**src/brr_pkg.sv**
```systemverilog
// Shared constants and types for the block reverse reorder unit.
package brr_pkg;

    localparam int MAX_GROUP_DEF = 16;
    localparam int DATA_W        = 32;
    localparam int GROUP_SIZE_W  = 5;
    localparam int APB_DATA_W    = 32;
    localparam int APB_ADDR_W    = 3;

    localparam logic [GROUP_SIZE_W-1:0] GROUP_SIZE_RST = GROUP_SIZE_W'(1);

    // register index, taken from paddr[2]
    localparam logic REG_GROUP_SIZE = 1'b0;

    typedef enum logic {
        ST_IDLE,
        ST_EMIT
    } brr_state_t;

endpackage

```
**src/brr_regs.sv**
```systemverilog
// APB configuration register file for the block reverse reorder unit.
module brr_regs
(
    input  logic                             clk,
    input  logic                             rst_n,
    input  logic                             psel,
    input  logic                             penable,
    input  logic                             pwrite,
    input  logic [brr_pkg::APB_ADDR_W-1:0]   paddr,
    input  logic [brr_pkg::APB_DATA_W-1:0]   pwdata,
    output logic [brr_pkg::APB_DATA_W-1:0]   prdata,
    output logic                             pready,
    output logic [brr_pkg::GROUP_SIZE_W-1:0] group_size
);
    import brr_pkg::*;

    logic [GROUP_SIZE_W-1:0] group_size_reg;
    logic [GROUP_SIZE_W-1:0] group_size_next;
    logic                    wr_en;

    assign pready = 1'b1;
    assign wr_en  = psel && penable && pwrite && pready;

    always_comb
    begin
        group_size_next = group_size_reg;
        if (wr_en && (paddr[2] == REG_GROUP_SIZE))
        begin
            group_size_next = pwdata[GROUP_SIZE_W-1:0];
        end
    end

    always_ff @(posedge clk or negedge rst_n)
    begin
        if (!rst_n)
        begin
            group_size_reg <= GROUP_SIZE_RST;
        end
        else
        begin
            group_size_reg <= group_size_next;
        end
    end

    always_comb
    begin
        prdata = '0;
        if (paddr[2] == REG_GROUP_SIZE)
        begin
            prdata = APB_DATA_W'(group_size_reg);
        end
    end

    assign group_size = group_size_reg;

endmodule

```
**src/block_reverse_reorder_unit.sv**
```systemverilog
// Top level of the block reverse reorder unit: group buffer and emit sequencer.
//
// Input stream s_*: one 32-bit value per transfer, s_tlast marks the final
// value of a list. Values collect in a MAX_GROUP-entry buffer memory. When
// group_size values are held the group leaves reversed on m_*; when a list
// ends on a partial group, that group leaves in arrival order.
// m_tlast marks the last value of each emitted run, m_tuser the last value of
// the list. group_size (APB register 0) is clamped to 1..MAX_GROUP.
// Flow: a transfer that does not close a group keeps s_tready high. A closing
// transfer starts a run of n values that are read from the buffer memory one
// per cycle while m_tready does not stall; s_tready stays low until the last
// read of the run has been handed to the output register.
// The first value of a run passes through the memory read register and then
// the output register.
// A stalled m_tready holds the output register and one read in flight; reads
// stop until it drains. Reset empties the buffer count and sets group_size 1;
// buffer contents are not cleared and no clearing pass is needed.
module block_reverse_reorder_unit
#(
    parameter int MAX_GROUP = brr_pkg::MAX_GROUP_DEF
)
(
    input  logic                           clk,
    input  logic                           rst_n,
    // input stream
    input  logic                           s_tvalid,
    output logic                           s_tready,
    input  logic [brr_pkg::DATA_W-1:0]     s_tdata,   // [31:0] value
    input  logic                           s_tlast,   // list_end
    // output stream
    output logic                           m_tvalid,
    input  logic                           m_tready,
    output logic [brr_pkg::DATA_W-1:0]     m_tdata,   // [31:0] out_value
    output logic                           m_tlast,   // run_last
    output logic                           m_tuser,   // [0] out_list_end
    // configuration
    input  logic                           psel,
    input  logic                           penable,
    input  logic                           pwrite,
    input  logic [brr_pkg::APB_ADDR_W-1:0] paddr,
    input  logic [brr_pkg::APB_DATA_W-1:0] pwdata,
    output logic [brr_pkg::APB_DATA_W-1:0] prdata,
    output logic                           pready
);
    import brr_pkg::*;

    localparam int ADDR_W = (MAX_GROUP > 1) ? $clog2(MAX_GROUP) : 1;
    localparam int CNT_W  = $clog2(MAX_GROUP + 1);
    localparam int CMP_W  = (CNT_W > GROUP_SIZE_W) ? CNT_W : GROUP_SIZE_W;
    localparam logic [CMP_W-1:0] MAX_CMP = CMP_W'(MAX_GROUP);
    localparam logic [CMP_W-1:0] ONE_CMP = CMP_W'(1);

    logic [GROUP_SIZE_W-1:0] group_size;

    brr_regs u_regs
    (
        .clk        (clk),
        .rst_n      (rst_n),
        .psel       (psel),
        .penable    (penable),
        .pwrite     (pwrite),
        .paddr      (paddr),
        .pwdata     (pwdata),
        .prdata     (prdata),
        .pready     (pready),
        .group_size (group_size)
    );

    // control state
    brr_state_t        state_reg, state_next;
    logic [CNT_W-1:0]  fill_reg, fill_next;
    logic [CNT_W-1:0]  remain_reg, remain_next;
    logic [ADDR_W-1:0] addr_reg, addr_next;
    logic              rev_reg, rev_next;
    logic              end_reg, end_next;
    logic              rd_pend_reg, rd_pend_next;
    logic              rd_last_reg, rd_last_next;
    logic              rd_end_reg, rd_end_next;
    logic              out_valid_reg, out_valid_next;

    // payload
    logic [DATA_W-1:0] mem [MAX_GROUP];
    logic [DATA_W-1:0] rd_data_reg;
    logic [DATA_W-1:0] out_data_reg;
    logic              out_last_reg;
    logic              out_end_reg;

    logic              in_xfer;
    logic              wr_en;
    logic              rd_en;
    logic              load;
    logic [CMP_W-1:0]  gs_cmp;
    logic [CMP_W-1:0]  k_cmp;
    logic [CMP_W-1:0]  n_cmp;
    logic [CNT_W-1:0]  n_cnt;
    logic              full;

    // effective group size: 0 acts as 1, clamp to MAX_GROUP
    always_comb
    begin
        gs_cmp = CMP_W'(group_size);
        if (gs_cmp == '0)
        begin
            k_cmp = ONE_CMP;
        end
        else if (gs_cmp > MAX_CMP)
        begin
            k_cmp = MAX_CMP;
        end
        else
        begin
            k_cmp = gs_cmp;
        end
    end

    assign n_cnt  = fill_reg + CNT_W'(1);
    assign n_cmp  = CMP_W'(n_cnt);
    assign full   = (n_cmp >= k_cmp);

    assign s_tready = (state_reg == ST_IDLE);
    assign in_xfer  = s_tvalid && s_tready;
    assign wr_en    = in_xfer;

    // a pending read moves into the output register when it is free
    assign load  = rd_pend_reg && (!out_valid_reg || m_tready);
    assign rd_en = (state_reg == ST_EMIT) && (remain_reg != '0) && (!rd_pend_reg || load);

    always_comb
    begin
        state_next     = state_reg;
        fill_next      = fill_reg;
        remain_next    = remain_reg;
        addr_next      = addr_reg;
        rev_next       = rev_reg;
        end_next       = end_reg;
        rd_pend_next   = rd_pend_reg;
        rd_last_next   = rd_last_reg;
        rd_end_next    = rd_end_reg;
        out_valid_next = out_valid_reg;

        if (load)
        begin
            out_valid_next = 1'b1;
            rd_pend_next   = 1'b0;
        end
        else if (m_tready)
        begin
            out_valid_next = 1'b0;
        end

        case (state_reg)
            ST_IDLE:
            begin
                if (in_xfer)
                begin
                    if (full || s_tlast)
                    begin
                        state_next  = ST_EMIT;
                        fill_next   = '0;
                        remain_next = n_cnt;
                        rev_next    = full;
                        end_next    = s_tlast;
                        addr_next   = full ? fill_reg[ADDR_W-1:0] : '0;
                    end
                    else
                    begin
                        fill_next = n_cnt;
                    end
                end
            end
            ST_EMIT:
            begin
                if (rd_en)
                begin
                    remain_next  = remain_reg - CNT_W'(1);
                    addr_next    = rev_reg ? (addr_reg - ADDR_W'(1)) : (addr_reg + ADDR_W'(1));
                    rd_pend_next = 1'b1;
                    rd_last_next = (remain_reg == CNT_W'(1));
                    rd_end_next  = (remain_reg == CNT_W'(1)) && end_reg;
                end
                else if ((remain_reg == '0) && (!rd_pend_reg || load))
                begin
                    state_next = ST_IDLE;
                end
            end
            default:
            begin
                state_next = ST_IDLE;
            end
        endcase
    end

    always_ff @(posedge clk or negedge rst_n)
    begin
        if (!rst_n)
        begin
            state_reg     <= ST_IDLE;
            fill_reg      <= '0;
            remain_reg    <= '0;
            addr_reg      <= '0;
            rev_reg       <= 1'b0;
            end_reg       <= 1'b0;
            rd_pend_reg   <= 1'b0;
            rd_last_reg   <= 1'b0;
            rd_end_reg    <= 1'b0;
            out_valid_reg <= 1'b0;
        end
        else
        begin
            state_reg     <= state_next;
            fill_reg      <= fill_next;
            remain_reg    <= remain_next;
            addr_reg      <= addr_next;
            rev_reg       <= rev_next;
            end_reg       <= end_next;
            rd_pend_reg   <= rd_pend_next;
            rd_last_reg   <= rd_last_next;
            rd_end_reg    <= rd_end_next;
            out_valid_reg <= out_valid_next;
        end
    end

    // group buffer, one write and one registered read port
    always_ff @(posedge clk)
    begin
        if (wr_en)
        begin
            mem[fill_reg[ADDR_W-1:0]] <= s_tdata;
        end
        if (rd_en)
        begin
            rd_data_reg <= mem[addr_reg];
        end
    end

    always_ff @(posedge clk)
    begin
        if (load)
        begin
            out_data_reg <= rd_data_reg;
            out_last_reg <= rd_last_reg;
            out_end_reg  <= rd_end_reg;
        end
    end

    assign m_tvalid = out_valid_reg;
    assign m_tdata  = out_data_reg;
    assign m_tlast  = out_last_reg;
    assign m_tuser  = out_end_reg;

endmodule

```
**config.mk**
```make
export PLATFORM = sky130hd
export DESIGN_NAME = block_reverse_reorder_unit
export DESIGN_NICKNAME = d
export VERILOG_FILES = /design/src/brr_pkg.sv /design/src/brr_regs.sv /design/src/block_reverse_reorder_unit.sv
export SDC_FILE = /design/constraint.sdc
export NUM_CORES = 1
export LEC_CHECK = 0
export ABC_AREA = 1
export CORE_ASPECT_RATIO = 0.9
export CORE_UTILIZATION = 63
export DETAILED_ROUTE_END_ITERATION = 8
export DONT_BUFFER_PORTS = 1
export PLACE_DENSITY = 0.89
export REMOVE_ABC_BUFFERS = 1
export SYNTH_ARGS = -nofsm -noshare
export SYNTH_HDL_FRONTEND = slang
export SYNTH_HIERARCHICAL = 1
export SYNTH_SLANG_ARGS = --single-unit
```
**constraint.sdc**
```tcl
create_clock -name clk -period 3.84 [get_ports clk]
set_clock_uncertainty 0.2 [all_clocks]
set_input_delay 0 -clock clk [delete_from_list [all_inputs] [get_ports clk]]
set_output_delay 0 -clock clk [all_outputs]
set_load 0.05 [all_outputs]
```
==> impl_metrics.csv <==
group,metric,value,unit
worst_setup_path,crit_top_cell,"nand2_1",
final_layout,largest_reg_flops,512,
global_route,grt.busiest_layer,"met2",
sta,fin_crit_sh,0.785,
worst_setup_path,crit_required,4.10,ns
worst_setup_path,crit_path_top_delay_cell,"dlygate4sd3_1",
routing,ant_nets,0,
yosys,synth_cell_types,34,
sta,finalMaxSlewViolations,0,
die,coreArea,0.0373,mm2
global_route,grt_antenna_before_repair,1,
global_route,grt_use_met3,0.0562,
worst_setup_path,arrival,3.28,ns
cts,post_cts_buffers,0,
cts,clockBufferDepth,3,
cts,cts-htree-levels,2,
cts,cts.sinks,604,
cts,cts_buffers,56,
global_route,grt_remaining_overflow,0,
routing,wl,55000,um
die,die_h,187,um
hold_path,min_path_type,"in2reg",
pwr,pwr_density_cell,698,mW/mm2
final_layout,most-common-layout-cells,"edfxtp_1, nor2_1, o21ai_0",
yosys,synth.largest_area_cell,"edfxtp_1",
sta,fin_crit,3.01,ns
yosys,ys_ff_latch,604,
worst_setup_path,cpLargestDelayFamily,"simple AND/OR/NAND/NOR gates",
yosys,ys.warnings.count,6,
flow_run,max_cap_viol_count,0,
yosys,syn-cell-area,0.0239,mm2
worst_setup_path,cpPeakStageDelay,0.56,ns
worst_setup_path,worstPathCellList,"ha_1 -> nand3_1 -> nand2_1 -> nand2_1 -> inv_1 -> ha_1 -> nand2_1 -> nor2_1 -> nand2_1 -> nand3_1 -> nand2_1 -> nand2_1 -> nand2_1 -> dlygate4sd3_1",
placement,post-dp-hpwl,28900,um
die,die_area,0.0388,mm2
final_layout,stdcell_count,2375,
yosys,yosys.area.top_type_share,0.725,
yosys,synth_edf_count,578,
final_layout,fin_area,0.0269,mm2
cts,clk_latency,0.59,ns
routing,first_iter_violations,2095,
yosys,synthArstFlopShare,0.0430,
sta,final_hold_viol_count,0,
final_layout,final_common_cell,"edfxtp_1",
global_route,met1_usage,0.373,
sta,maxSlewHeadroom,0.166,
final_layout,final_nets,1937,
cts,cts_root_buffer,"clkbuf_16",
pwr,p_leak,9.02,nW
placement,port_buffers,0,
placement,placed_cells_incl_taps,2215,
yosys,netlist_instances,1802,
global_route,use_met2,0.463,
worst_setup_path,critPathBufInv,2,
cts,tritoncts,"built",
cts,ctsResizeCount,0,
cts,cts_hold_buffers,57,
sta,layout_setup_ws,0.826,ns
pwr,finalPower,18.7,mW
pwr,ir_worst_vdd,0.000575,V
sta,setup_viol,0,
placement,gp_congestion,0.811,
placement,postPlaceCellArea,0.0245,mm2
yosys,avgSynthCellArea,13.3,um2
yosys,ys_top_cells_by_area,"edfxtp_1, nor2_1, o21ai_0",
run_status,status,"completed",
sta,fmax,0.332,GHz
cts,clkTransAtPathRegs,0.06,ns
die,chipWidth,208,um
final_layout,final_layout_size_suffix_gt1_frac,0.0814,
routing,wire_per_inst,23.2,um
final_layout,syn_to_final_growth,12.1,%
die,ios,144,
placement,place_ws,1.17,ns
die,initial_core_util,0.642,
global_route,grt_pass1_wl,84000,um
routing,dr.pass1.iters,6,
die,rows,67,
global_route,track_usage,0.285,
global_route,grt_max_degree,259,
worst_setup_path,worst-setup-path-type,"reg2reg",
final_layout,fill_cells,2180,
worst_setup_path,critPathLaunchType,"flip-flop",
routing,drcViolationCount,0,
worst_setup_path,worst-path-max-fanout,7,
sta,rsz0062_at_grt,"no",
global_route,grt_pass1_vias,15100,
routing,vias_per_cell,6.43,
worst_setup_path,end_kind,"flip-flop",
sta,tightest_slew,1.25,ns
yosys,ys.flop_type,"edfxtp_1",
routing,routed-via-count,15300,
yosys,yosysSeqAreaShare,0.752,
per-stage QoR:
step,utilization,setup TNS (ns),hold WS [ns]
final,0.720,0,0.0253
after global routing,0.720,0,0.0558
after CTS,0.720,0,0.00302
after detailed placement,0.655,0,-0.495
after global placement,0.655,0,-0.495
after floorplan,-,-115.22,-0.496
cells by family (layout without fill, tap and decap cells):
| kind of cell | after synthesis | after routing | synth area share |
|---|---|---|---|
| AO/OA/AOI/OAI | 402 | 402 | 0.0996 |
| XOR/XNOR | 4 | 4 | 0.00146 |
| adder cells (fa/ha/maj) | 15 | 15 | 0.00815 |
| buffers and inverters | 177 | 240 | 0.0384 |
| flip-flops | 604 | 604 | 0.752 |
| other | 2 | 29 | 0.000314 |
| AND/OR/NAND/NOR | 598 | 598 | 0.100 |
area by class of cell:
type | count | area (um2) | area share
multi-input cells | 1047 | 5260 | 0.196
inverters | 40 | 155 | 0.00578
well taps | 483 | 604 | 0.0225
flip-flops and latches | 604 | 18000 | 0.671
clock inverters | 33 | 328 | 0.0122
diodes | 1 | 2.50 | 0.0000932
repair buffers | 98 | 1010 | 0.0376
clock buffers | 69 | 1480 | 0.0552
layer usage:
metal  up-vias  part of all wire  wire length, um
met4         0             0.041             2230
met5         -                 0                0
met2      1037              0.49            27000
li1       6633                 -                -
met1      7409              0.36            20000
met3       187              0.11             5840
cell usage after synthesis, types with 34 or more instances:
cell and number:
edfxtp_1 578, nor2_1 384, o21ai_0 207, nand2_1 113
o211ai_1 93, nand3_1 92, o21ai_1 59, buf_2 42
clkbuf_1 42, buf_4 39, inv_1 37, o221ai_1 34
power by group:
group	internal, mW	switching (mW)
Combinational	1.23	3.18
Clock	3.14	2.33
Sequential	8.11	0.749
final timing paths:
path	depth (start not counted)	startpoint	end	slack [ns]
max	14	fill_reg[0]	end_reg	0.83
min	4	m_tready	m_tvalid	0.03
max reg2reg	14	fill_reg[0]	end_reg	0.83
min reg2reg	0	rd_data_reg[23]	m_tdata[23]	0.22
max in group asynchronous	4	rst_n	u_regs/group_size[0]	2.94
min in group asynchronous	4	rst_n	addr_reg[0]	0.27
worst register-to-register path, cell delays in order (launching register included):
cell and delay (ns):
dfrtp_1 0.47, ha_1 0.30, nand3_1 0.15, nand2_1 0.07, nand2_1 0.09, inv_1 0.06, ha_1 0.29, nand2_1 0.07
nor2_1 0.11, nand2_1 0.07, nand3_1 0.18, nand2_1 0.14, nand2_1 0.08, nand2_1 0.05, dlygate4sd3_1 0.56
Power figures use the tool's default switching activity.
